File: src/rtl/pfba_pkg.sv
// ----------------------------------------------------------------------------
// pfba_pkg
// Shared types and constants for the page frame bitmap allocator.
// ----------------------------------------------------------------------------
package pfba_pkg;

	localparam int FRAME_W    = 12;
	localparam int COUNT_W    = 13;
	localparam int APB_DATA_W = 32;
	localparam int PADDR_W    = 3;

	localparam logic [COUNT_W-1:0] FRAME_COUNT_RESET = 13'd4096;

	// register indexes (byte address / 4)
	localparam logic REG_FRAME_COUNT = 1'b0;

	// request kinds
	localparam logic KIND_ALLOC = 1'b0;
	localparam logic KIND_FREE  = 1'b1;

	typedef struct packed {
		logic               kind;
		logic [FRAME_W-1:0] entry_frame;
		logic               kernel_page;
		logic               is_writable;
	} req_t;

	typedef struct packed {
		logic [FRAME_W-1:0] new_frame;
		logic               present;
		logic               writable;
		logic               user_mode;
		logic               entry_changed;
		logic               no_free;
	} rsp_t;

	typedef struct packed {
		logic [COUNT_W-1:0] frame_count;
	} cfg_t;

endpackage

File: src/rtl/pfba_ram.sv
// ----------------------------------------------------------------------------
// pfba_ram
// Generic single-write, single-read RAM with a registered read port.
// ----------------------------------------------------------------------------
module pfba_ram #(
	parameter int WIDTH = 32,
	parameter int DEPTH = 128
) (
	input  logic                                          clk,
	input  logic                                          wr_en,
	input  logic [((DEPTH > 1) ? $clog2(DEPTH) : 1)-1:0]  wr_addr,
	input  logic [WIDTH-1:0]                              wr_data,
	input  logic [((DEPTH > 1) ? $clog2(DEPTH) : 1)-1:0]  rd_addr,
	output logic [WIDTH-1:0]                              rd_data
);

	logic [WIDTH-1:0] mem_q [DEPTH];

	always_ff @(posedge clk) begin
		if (wr_en) begin
			mem_q[wr_addr] <= wr_data;
		end
		rd_data <= mem_q[rd_addr];
	end

endmodule

File: src/rtl/pfba_regs.sv
// ----------------------------------------------------------------------------
// pfba_regs
// APB configuration register: frame count.
// ----------------------------------------------------------------------------
module pfba_regs (
	input  logic                               clk,
	input  logic                               arst_n,
	input  logic                               psel,
	input  logic                               penable,
	input  logic                               pwrite,
	input  logic [pfba_pkg::PADDR_W-1:0]       paddr,
	input  logic [pfba_pkg::APB_DATA_W-1:0]    pwdata,
	output logic [pfba_pkg::APB_DATA_W-1:0]    prdata,
	output logic                               pready,
	output pfba_pkg::cfg_t                     cfg
);
	import pfba_pkg::*;

	logic [COUNT_W-1:0] frame_count_q;
	logic               reg_hit;

	assign pready  = 1'b1;
	assign reg_hit = (paddr[PADDR_W-1] == REG_FRAME_COUNT);

	always_ff @(posedge clk or negedge arst_n) begin
		if (!arst_n) begin
			frame_count_q <= FRAME_COUNT_RESET;
		end else if (psel && penable && pwrite && pready && reg_hit) begin
			frame_count_q <= pwdata[COUNT_W-1:0];
		end
	end

	assign prdata          = reg_hit ? {{(APB_DATA_W-COUNT_W){1'b0}}, frame_count_q}
	                                 : '0;
	assign cfg.frame_count = frame_count_q;

endmodule

File: src/rtl/page_frame_bitmap_allocator.sv
// ----------------------------------------------------------------------------
// page_frame_bitmap_allocator
// First-fit page frame allocator over a bitmap kept in on-chip RAM.
// ----------------------------------------------------------------------------
// Usage:
//   req channel (req_valid/req_stall/req): one alloc or free transaction per
//   page entry. rsp channel (rsp_valid/rsp_stall/rsp): exactly one response
//   transaction per request, in order. APB port: frame_count at byte 0.
// Path from acceptance to the response register (one request in flight at
// a time):
//   alloc with a frame already present, free without a frame: deliver state.
//   alloc scan: one bitmap word read per cycle, from word 0 up to the first
//     word with a clear bit; with no clear bit all W words are read,
//     W = min(frame_count, MAX_FRAMES) / WORD_BITS (128 at the defaults).
//   free: word index and bit taken straight from entry_frame, one read and
//     one write of the RAM (read state, write state, then deliver).
//   The next request is taken as soon as the previous response sits in the
//   output register, even if the receiver has not taken it yet.
// Reset: a clearing pass writes zero to every bitmap word, one word per
//   cycle, WORD_COUNT words (128 at the default parameters); req_stall stays
//   high meanwhile. Configuration writes are accepted at any time.
// Receiver stall: the response holds in the output register; a finished
//   result behind it waits in the deliver state.
// ----------------------------------------------------------------------------
module page_frame_bitmap_allocator #(
	parameter int MAX_FRAMES = 4096,
	parameter int WORD_BITS  = 32
) (
	input  logic                               clk,
	input  logic                               arst_n,
	input  logic                               req_valid,
	output logic                               req_stall,
	input  pfba_pkg::req_t                     req,
	output logic                               rsp_valid,
	input  logic                               rsp_stall,
	output pfba_pkg::rsp_t                     rsp,
	input  logic                               psel,
	input  logic                               penable,
	input  logic                               pwrite,
	input  logic [pfba_pkg::PADDR_W-1:0]       paddr,
	input  logic [pfba_pkg::APB_DATA_W-1:0]    pwdata,
	output logic [pfba_pkg::APB_DATA_W-1:0]    prdata,
	output logic                               pready
);
	import pfba_pkg::*;

	localparam int WORD_COUNT = (MAX_FRAMES + WORD_BITS - 1) / WORD_BITS;
	localparam int AW         = (WORD_COUNT > 1) ? $clog2(WORD_COUNT) : 1;
	localparam int BW         = $clog2(WORD_BITS);
	localparam int BASE_W     = $clog2(MAX_FRAMES + WORD_BITS) + 1;
	localparam int CW         = (BASE_W > COUNT_W) ? BASE_W : COUNT_W;

	typedef enum logic [6:0] {
		ST_CLEAR   = 7'b0000001,
		ST_IDLE    = 7'b0000010,
		ST_SCAN    = 7'b0000100,
		ST_FREE_RD = 7'b0001000,
		ST_FREE_WR = 7'b0010000,
		ST_DELIVER = 7'b0100000,
		ST_SPARE   = 7'b1000000
	} state_t;

	state_t              state_q;
	cfg_t                cfg;
	logic [AW:0]         w_q;
	logic [BW-1:0]       rem_q;
	logic [CW-1:0]       issue_base_q;
	logic                chk_valid_q;
	logic [CW-1:0]       chk_base_q;
	logic [AW-1:0]       chk_addr_q;
	req_t                req_q;
	rsp_t                res_q;
	rsp_t                rsp_q;
	logic                rsp_valid_q;

	logic                 ram_wr_en;
	logic [AW-1:0]        ram_wr_addr;
	logic [WORD_BITS-1:0] ram_wr_data;
	logic [AW-1:0]        ram_rd_addr;
	logic [WORD_BITS-1:0] rd_word;

	logic [CW-1:0]        count_ext;
	logic [CW-1:0]        limit;
	logic [CW-1:0]        issue_next;
	logic                 issue_ok;
	logic                 found;
	logic [BW-1:0]        zero_idx;
	logic [WORD_BITS-1:0] set_mask;
	logic [WORD_BITS-1:0] clr_mask;
	logic [CW-1:0]        found_frame;
	logic                 req_acc;
	logic                 slot_free;
	logic                 entry_in_store;
	rsp_t                 accept_res;
	rsp_t                 scan_res;

	pfba_regs u_regs (
		.clk     (clk),
		.arst_n  (arst_n),
		.psel    (psel),
		.penable (penable),
		.pwrite  (pwrite),
		.paddr   (paddr),
		.pwdata  (pwdata),
		.prdata  (prdata),
		.pready  (pready),
		.cfg     (cfg)
	);

	pfba_ram #(
		.WIDTH (WORD_BITS),
		.DEPTH (WORD_COUNT)
	) u_bitmap (
		.clk     (clk),
		.wr_en   (ram_wr_en),
		.wr_addr (ram_wr_addr),
		.wr_data (ram_wr_data),
		.rd_addr (ram_rd_addr),
		.rd_data (rd_word)
	);

	// scan limit: whole words below min(frame_count, MAX_FRAMES)
	assign count_ext  = {{(CW-COUNT_W){1'b0}}, cfg.frame_count};
	assign limit      = (count_ext > CW'(MAX_FRAMES)) ? CW'(MAX_FRAMES) : count_ext;
	assign issue_next = issue_base_q + CW'(WORD_BITS);
	assign issue_ok   = (issue_next <= limit);
	assign found      = chk_valid_q && !(&rd_word);

	// lowest clear bit of the word under check
	always_comb begin
		zero_idx = '0;
		for (int i = WORD_BITS - 1; i >= 0; i--) begin
			if (!rd_word[i]) begin
				zero_idx = BW'(i);
			end
		end
	end

	assign set_mask    = {{(WORD_BITS-1){1'b0}}, 1'b1} << zero_idx;
	assign clr_mask    = ~({{(WORD_BITS-1){1'b0}}, 1'b1} << rem_q);
	assign found_frame = chk_base_q + {{(CW-BW){1'b0}}, zero_idx};

	assign req_stall      = (state_q != ST_IDLE);
	assign req_acc        = req_valid && !req_stall;
	assign slot_free      = !rsp_valid_q || !rsp_stall;
	assign entry_in_store = ({{(CW-FRAME_W){1'b0}}, req.entry_frame} < CW'(MAX_FRAMES));

	// response fields known at acceptance
	always_comb begin
		accept_res = '0;
		if (req.kind == KIND_ALLOC) begin
			accept_res.new_frame = req.entry_frame;
		end else if (req.entry_frame != '0) begin
			accept_res.entry_changed = 1'b1;
		end
	end

	// response fields at the end of a scan
	always_comb begin
		scan_res = '0;
		if (found) begin
			scan_res.new_frame     = found_frame[FRAME_W-1:0];
			scan_res.present       = 1'b1;
			scan_res.writable      = req_q.is_writable;
			scan_res.user_mode     = !req_q.kernel_page;
			scan_res.entry_changed = 1'b1;
		end else begin
			scan_res.no_free = 1'b1;
		end
	end

	// RAM port control
	always_comb begin
		ram_wr_en   = 1'b0;
		ram_wr_addr = w_q[AW-1:0];
		ram_wr_data = '0;
		ram_rd_addr = w_q[AW-1:0];
		unique case (state_q)
			ST_CLEAR: begin
				ram_wr_en = 1'b1;
			end
			ST_SCAN: begin
				if (found) begin
					ram_wr_en   = 1'b1;
					ram_wr_addr = chk_addr_q;
					ram_wr_data = rd_word | set_mask;
				end
			end
			ST_FREE_WR: begin
				ram_wr_en   = 1'b1;
				ram_wr_data = rd_word & clr_mask;
			end
			ST_IDLE, ST_FREE_RD, ST_DELIVER, ST_SPARE: begin
			end
			default: begin
			end
		endcase
	end

	always_ff @(posedge clk or negedge arst_n) begin
		if (!arst_n) begin
			rsp_valid_q <= 1'b0;
		end else if ((state_q == ST_DELIVER) && slot_free) begin
			rsp_valid_q <= 1'b1;
		end else if (!rsp_stall) begin
			rsp_valid_q <= 1'b0;
		end
	end

	always_ff @(posedge clk or negedge arst_n) begin
		if (!arst_n) begin
			state_q     <= ST_CLEAR;
			w_q         <= '0;
			chk_valid_q <= 1'b0;
		end else begin
			unique case (state_q)
				ST_CLEAR: begin
					w_q <= w_q + 1'b1;
					if (w_q == (AW+1)'(WORD_COUNT - 1)) begin
						state_q <= ST_IDLE;
					end
				end
				ST_IDLE: begin
					if (req_acc) begin
						chk_valid_q <= 1'b0;
						if (req.kind == KIND_ALLOC) begin
							w_q <= '0;
							if (req.entry_frame != '0) begin
								state_q <= ST_DELIVER;
							end else begin
								state_q <= ST_SCAN;
							end
						end else begin
							w_q <= (AW+1)'(req.entry_frame >> BW);
							if ((req.entry_frame != '0) && entry_in_store) begin
								state_q <= ST_FREE_RD;
							end else begin
								state_q <= ST_DELIVER;
							end
						end
					end
				end
				ST_SCAN: begin
					if (found) begin
						state_q <= ST_DELIVER;
					end else if (issue_ok) begin
						chk_valid_q <= 1'b1;
						w_q         <= w_q + 1'b1;
					end else begin
						state_q <= ST_DELIVER;
					end
				end
				ST_FREE_RD: begin
					state_q <= ST_FREE_WR;
				end
				ST_FREE_WR: begin
					state_q <= ST_DELIVER;
				end
				ST_DELIVER: begin
					if (slot_free) begin
						state_q <= ST_IDLE;
					end
				end
				ST_SPARE: begin
					state_q <= ST_IDLE;
				end
				default: begin
					state_q <= ST_IDLE;
				end
			endcase
		end
	end

	// payload registers
	always_ff @(posedge clk) begin
		unique case (state_q)
			ST_IDLE: begin
				if (req_acc) begin
					req_q        <= req;
					rem_q        <= req.entry_frame[BW-1:0];
					issue_base_q <= '0;
					res_q        <= accept_res;
				end
			end
			ST_SCAN: begin
				if (found) begin
					res_q <= scan_res;
				end else if (issue_ok) begin
					chk_addr_q   <= w_q[AW-1:0];
					chk_base_q   <= issue_base_q;
					issue_base_q <= issue_next;
				end else begin
					res_q <= scan_res;
				end
			end
			ST_DELIVER: begin
				if (slot_free) begin
					rsp_q <= res_q;
				end
			end
			ST_CLEAR, ST_FREE_RD, ST_FREE_WR, ST_SPARE: begin
			end
			default: begin
			end
		endcase
	end

	assign rsp_valid = rsp_valid_q;
	assign rsp       = rsp_q;

endmodule

File: config.mk
export PLATFORM = sky130hd
export DESIGN_NAME = page_frame_bitmap_allocator
export DESIGN_NICKNAME = d
export VERILOG_FILES = /design/src/rtl/pfba_pkg.sv /design/src/rtl/pfba_ram.sv /design/src/rtl/pfba_regs.sv /design/src/rtl/page_frame_bitmap_allocator.sv
export SDC_FILE = /design/constraint.sdc
export NUM_CORES = 2
export LEC_CHECK = 0
export BUFFER_PORTS_ARGS = -buffer_cell sky130_fd_sc_hd__buf_2
export CAP_MARGIN = 20
export CORE_UTILIZATION = 40
export CTS_BUF_LIST = sky130_fd_sc_hd__clkbuf_8
export CTS_CLUSTER_SIZE = 40
export DETAILED_ROUTE_END_ITERATION = 6
export PLACE_DENSITY = 0.54
export SLEW_MARGIN = 5
export SYNTH_ARGS = -nofsm -noshare
export SYNTH_HDL_FRONTEND = slang
export SYNTH_HIERARCHICAL = 1
export SYNTH_SLANG_ARGS = --single-unit
File: constraint.sdc
create_clock -name clk -period 12.11 [get_ports clk]
set_clock_uncertainty 0.05 [all_clocks]
set_input_delay 1.211 -clock clk [delete_from_list [all_inputs] [get_ports clk]]
set_output_delay 1.211 -clock clk [all_outputs]
set_load 0.02 [all_outputs]
==> flow_summary_export.csv <==
group,metric,value,unit
sta,finalMaxSlewViolations,0,
final_layout,nets,7262,
synth,yosysTopAreaCellShare,77.2,%
final_layout,multiInputGateArea,35300,um2
outcome,status,"finished, final reports clean",
critical_path,crit_end,"u_bitmap/mem_q[60][21]$_DFFE_PP_",
placed_design,numPortBuffers,67,
synth,yosysWarnings,6,
floorplan,dieArea,407000,um2
critical_path,worstReg2RegEnd,"u_bitmap/mem_q[60][21]$_DFFE_PP_",
global_route,antenna_found_initial,35,
clocking,clock_sinks,4221,
global_route,grt_max_degree,131,
power_and_ir_drop,vdd_drop_max,0.196,mV
min_path,hp-class,"primary input to flip-flop",
synth,synth_area,162000,um2
synth,synth.avg_cell_area,24.7,um2
clocking,clock_path_buffers,4,
power_and_ir_drop,total_power,35.8,mW
route,firstDrtPassIters,6,
final_layout,seq_area,126000,um2
floorplan,die_x,638,um
sta,min_period,6.10,ns
sta,rsz0062_at_grt,"no",
sta,fin_crit_sh,50.4,%
sta,fmax,0.164,GHz
clocking,cts_inserted_buffers,665,
critical_path,path_class,"flip-flop to flip-flop",
clocking,clk_pin_slew,0.06,ns
floorplan,initial_core_util,40.2,%
min_path,hold_start,"req[0]",
route,postRouteAntennaNets,0,
route,via_count,74903,
critical_path,worst_setup_path_start_kind,"flip-flop",
placed_design,hpwl,225000,um
sta,worst_pin_slew,1.18,ns
clocking,cts_htree_levels,6,
synth,yosysSeqAreaShare,78.0,%
synth,async_flop_share,0.687,%
global_route,overflow,0,
final_layout,layout_commonest_cell,"edfxtp_1",
synth,synth.area.top_cells,"edfxtp_1, mux4_2, clkbuf_1",
synth,netlist_instances,6553,
floorplan,rows,233,
critical_path,crit_required,12.90,ns
floorplan,ios,109,
sta,finalSetupViolCount,0,
sta,tns,0,ns
sta,hold_viol,0,
synth,synth_enable_flop_cells,4160,
sta,fin_hold_ws,0.150,ns
power_and_ir_drop,power_per_cell_area,196,nW/um2
clocking,cts_resized,0,
critical_path,timing.rr.start,"u_bitmap/rd_data[21]$_DFF_P_",
synth,yosysTopAreaCell,"edfxtp_1",
clocking,clk_latency,1.20,ns
critical_path,rrSetupSlack,6.01,ns
clocking,cts-root-buf,"clkbuf_8",
route,wl_per_cell,32.6,um
global_route,grt_pass1_wl,596000,um
route,vias_per_cell,5.71,
power_and_ir_drop,leakagePower,49.6,nW
final_layout,mostFrequentLayoutCells,"edfxtp_1, mux4_2, clkbuf_8",
placed_design,dp_cells,11927,
final_layout,layout-drive-gt1-share,34.8,%
critical_path,worst-r2r-cell-count,12,
route,route.detailed.drc,0,
floorplan,die_y,638,um
sta,maxSlewHeadroom,21.3,%
route,routed_wl,428000,um
placed_design,routabilityCongestion,0.861,
floorplan,core_area,403000,um2
clocking,cts_tree,"done",
critical_path,critPathMaxFanout,50,
global_route,grt_usage,20.9,%
critical_path,timing.critical_path.from,"u_bitmap/rd_data[21]$_DFF_P_",
synth,ys_types,71,
critical_path,worstPathArrival,6.89,ns
synth,yosys_most_used_dff,"edfxtp_1",
global_route,grt_pass1_vias,77899,
final_layout,final_cells,13117,
synth,synth-seq-cells,4221,
route,drtIter0Drc,8299,
final_layout,fillers,33544,
final_layout,area_growth,12.9,%
run,drv_cap,0,
critical_path,cp-end-kind,"flip-flop",
-- repair_timing --
item / in CTS / in global routing
hold buffers: 1 / 0
buffers inserted: 0 / 0
hold endpoints to repair: 27 / 0
-- per-stage QoR --
step,area (um2),setup WS [ns],util [%]
global route,183000,5.91,45.4
global placement,171000,6.29,42.4
finish,183000,6.01,45.4
CTS,183000,6.24,45.4
detailed placement,171000,6.28,42.4
floorplan,162000,3.61,-
-- worst max-delay path: stages, from the launching register on --
cell     delay (ns)
dfxtp_1        0.46
nand4_1        0.18
nor4_1         0.78
nand3_1        0.15
nand3_1        0.38
inv_1          0.08
buf_4          0.31
nand2_1        0.13
nand2_1        0.49
nor2b_1        0.57
nand2_2        0.71
nor2_4         0.83
buf_4          0.52
-- worst min path at each step --
stage / end / slack, ns / cells past startpoint
floorplan: rsp[0]$_DFFE_PP_ / 0.35 / 0
global placement: rsp[3]$_DFFE_PP_ / 0.36 / 0
detailed placement: rsp[10]$_DFFE_PP_ / 0.35 / 0
CTS: req_q[0]$_DFFE_PP_ / 0.02 / 1
global route: req_q[1]$_DFFE_PP_ / 0.05 / 1
finish: req_q[0]$_DFFE_PP_ / 0.15 / 1
-- power breakdown --
part | leakage (nW) | internal (mW) | switching, mW
Clock | 6.89 | 5.45 | 5.50
Combinational | 10.1 | 3.70 | 4.88
Sequential | 32.6 | 16.0 | 0.255
Total | 49.6 | 25.1 | 10.6
-- cell families (layout without fill, tap and decap cells) --
group | count (synthesis) | in the layout | share of synthesized area, %
xor gates and xnor gates | 7 | 7 | 0.0379
other | 2 | 35 | 0.00464
adders and majority gates | 12 | 12 | 0.0928
AOI/OAI and AO/OA | 170 | 170 | 0.645
and+or+nand+nor | 371 | 371 | 1.10
buffers and inverters | 378 | 1504 | 1.02
muxes | 1392 | 1392 | 19.1
DFF | 4221 | 4221 | 78.0
-- per-layer routing --
metal / track usage (%) / up-vias / wire length, um
met5: 0 / - / 17
met4: 5.39 / 2 / 10200
met3: 3.08 / 606 / 28800
met2: 33.8 / 2967 / 207000
met1: 29.9 / 41498 / 182000
li1: - / 29830 / -
-- cell usage after synthesis (5+ instances only) --
| cell type | instances |
|---|---|
| nor2_1 | 144 |
| mux2_2 | 35 |
| nor4_1 | 7 |
| mux2_4 | 12 |
| dfxtp_1 | 32 |
| buf_4 | 23 |
| dfrtp_1 | 27 |
| a21oi_1 | 54 |
| a31oi_1 | 12 |
| nand3_1 | 35 |
| nor2b_1 | 21 |
| buf_2 | 79 |
| inv_1 | 19 |
| nand4_1 | 16 |
| clkbuf_1 | 196 |
| buf_1 | 54 |
| mux4_2 | 1344 |
| and2_1 | 10 |
| nand2_1 | 81 |
| a22o_1 | 8 |
| and3_1 | 6 |
| o31ai_1 | 12 |
| buf_6 | 5 |
| nor3_1 | 18 |
| o21ai_0 | 53 |
| edfxtp_1 | 4160 |
| ha_1 | 12 |
| nand2b_1 | 5 |
-- layout make-up --
cell class,instances,area share (%)
sequential,4221,69.1
timing repair buffer,313,1.34
clock buffer,685,5.16
tap,5405,3.70
multi-input combinational,1972,19.3
inverter,20,0.0411
antenna,15,0.0205
clock inverter,486,1.29
-- sequential cells by signal (all words and copies together) (netlist names) --
name,flops
issue_base_q,9
rsp,17
state_q,6
chk_addr_q,7
w_q,8
rem_q,5
res_q,17
u_bitmap/mem_q,4096
u_regs/cfg,13
req_q,2
u_bitmap/rd_data,32
chk_valid_q,1
chk_base_q,7
rsp_valid,1
Power figures use the tool's default switching activity.
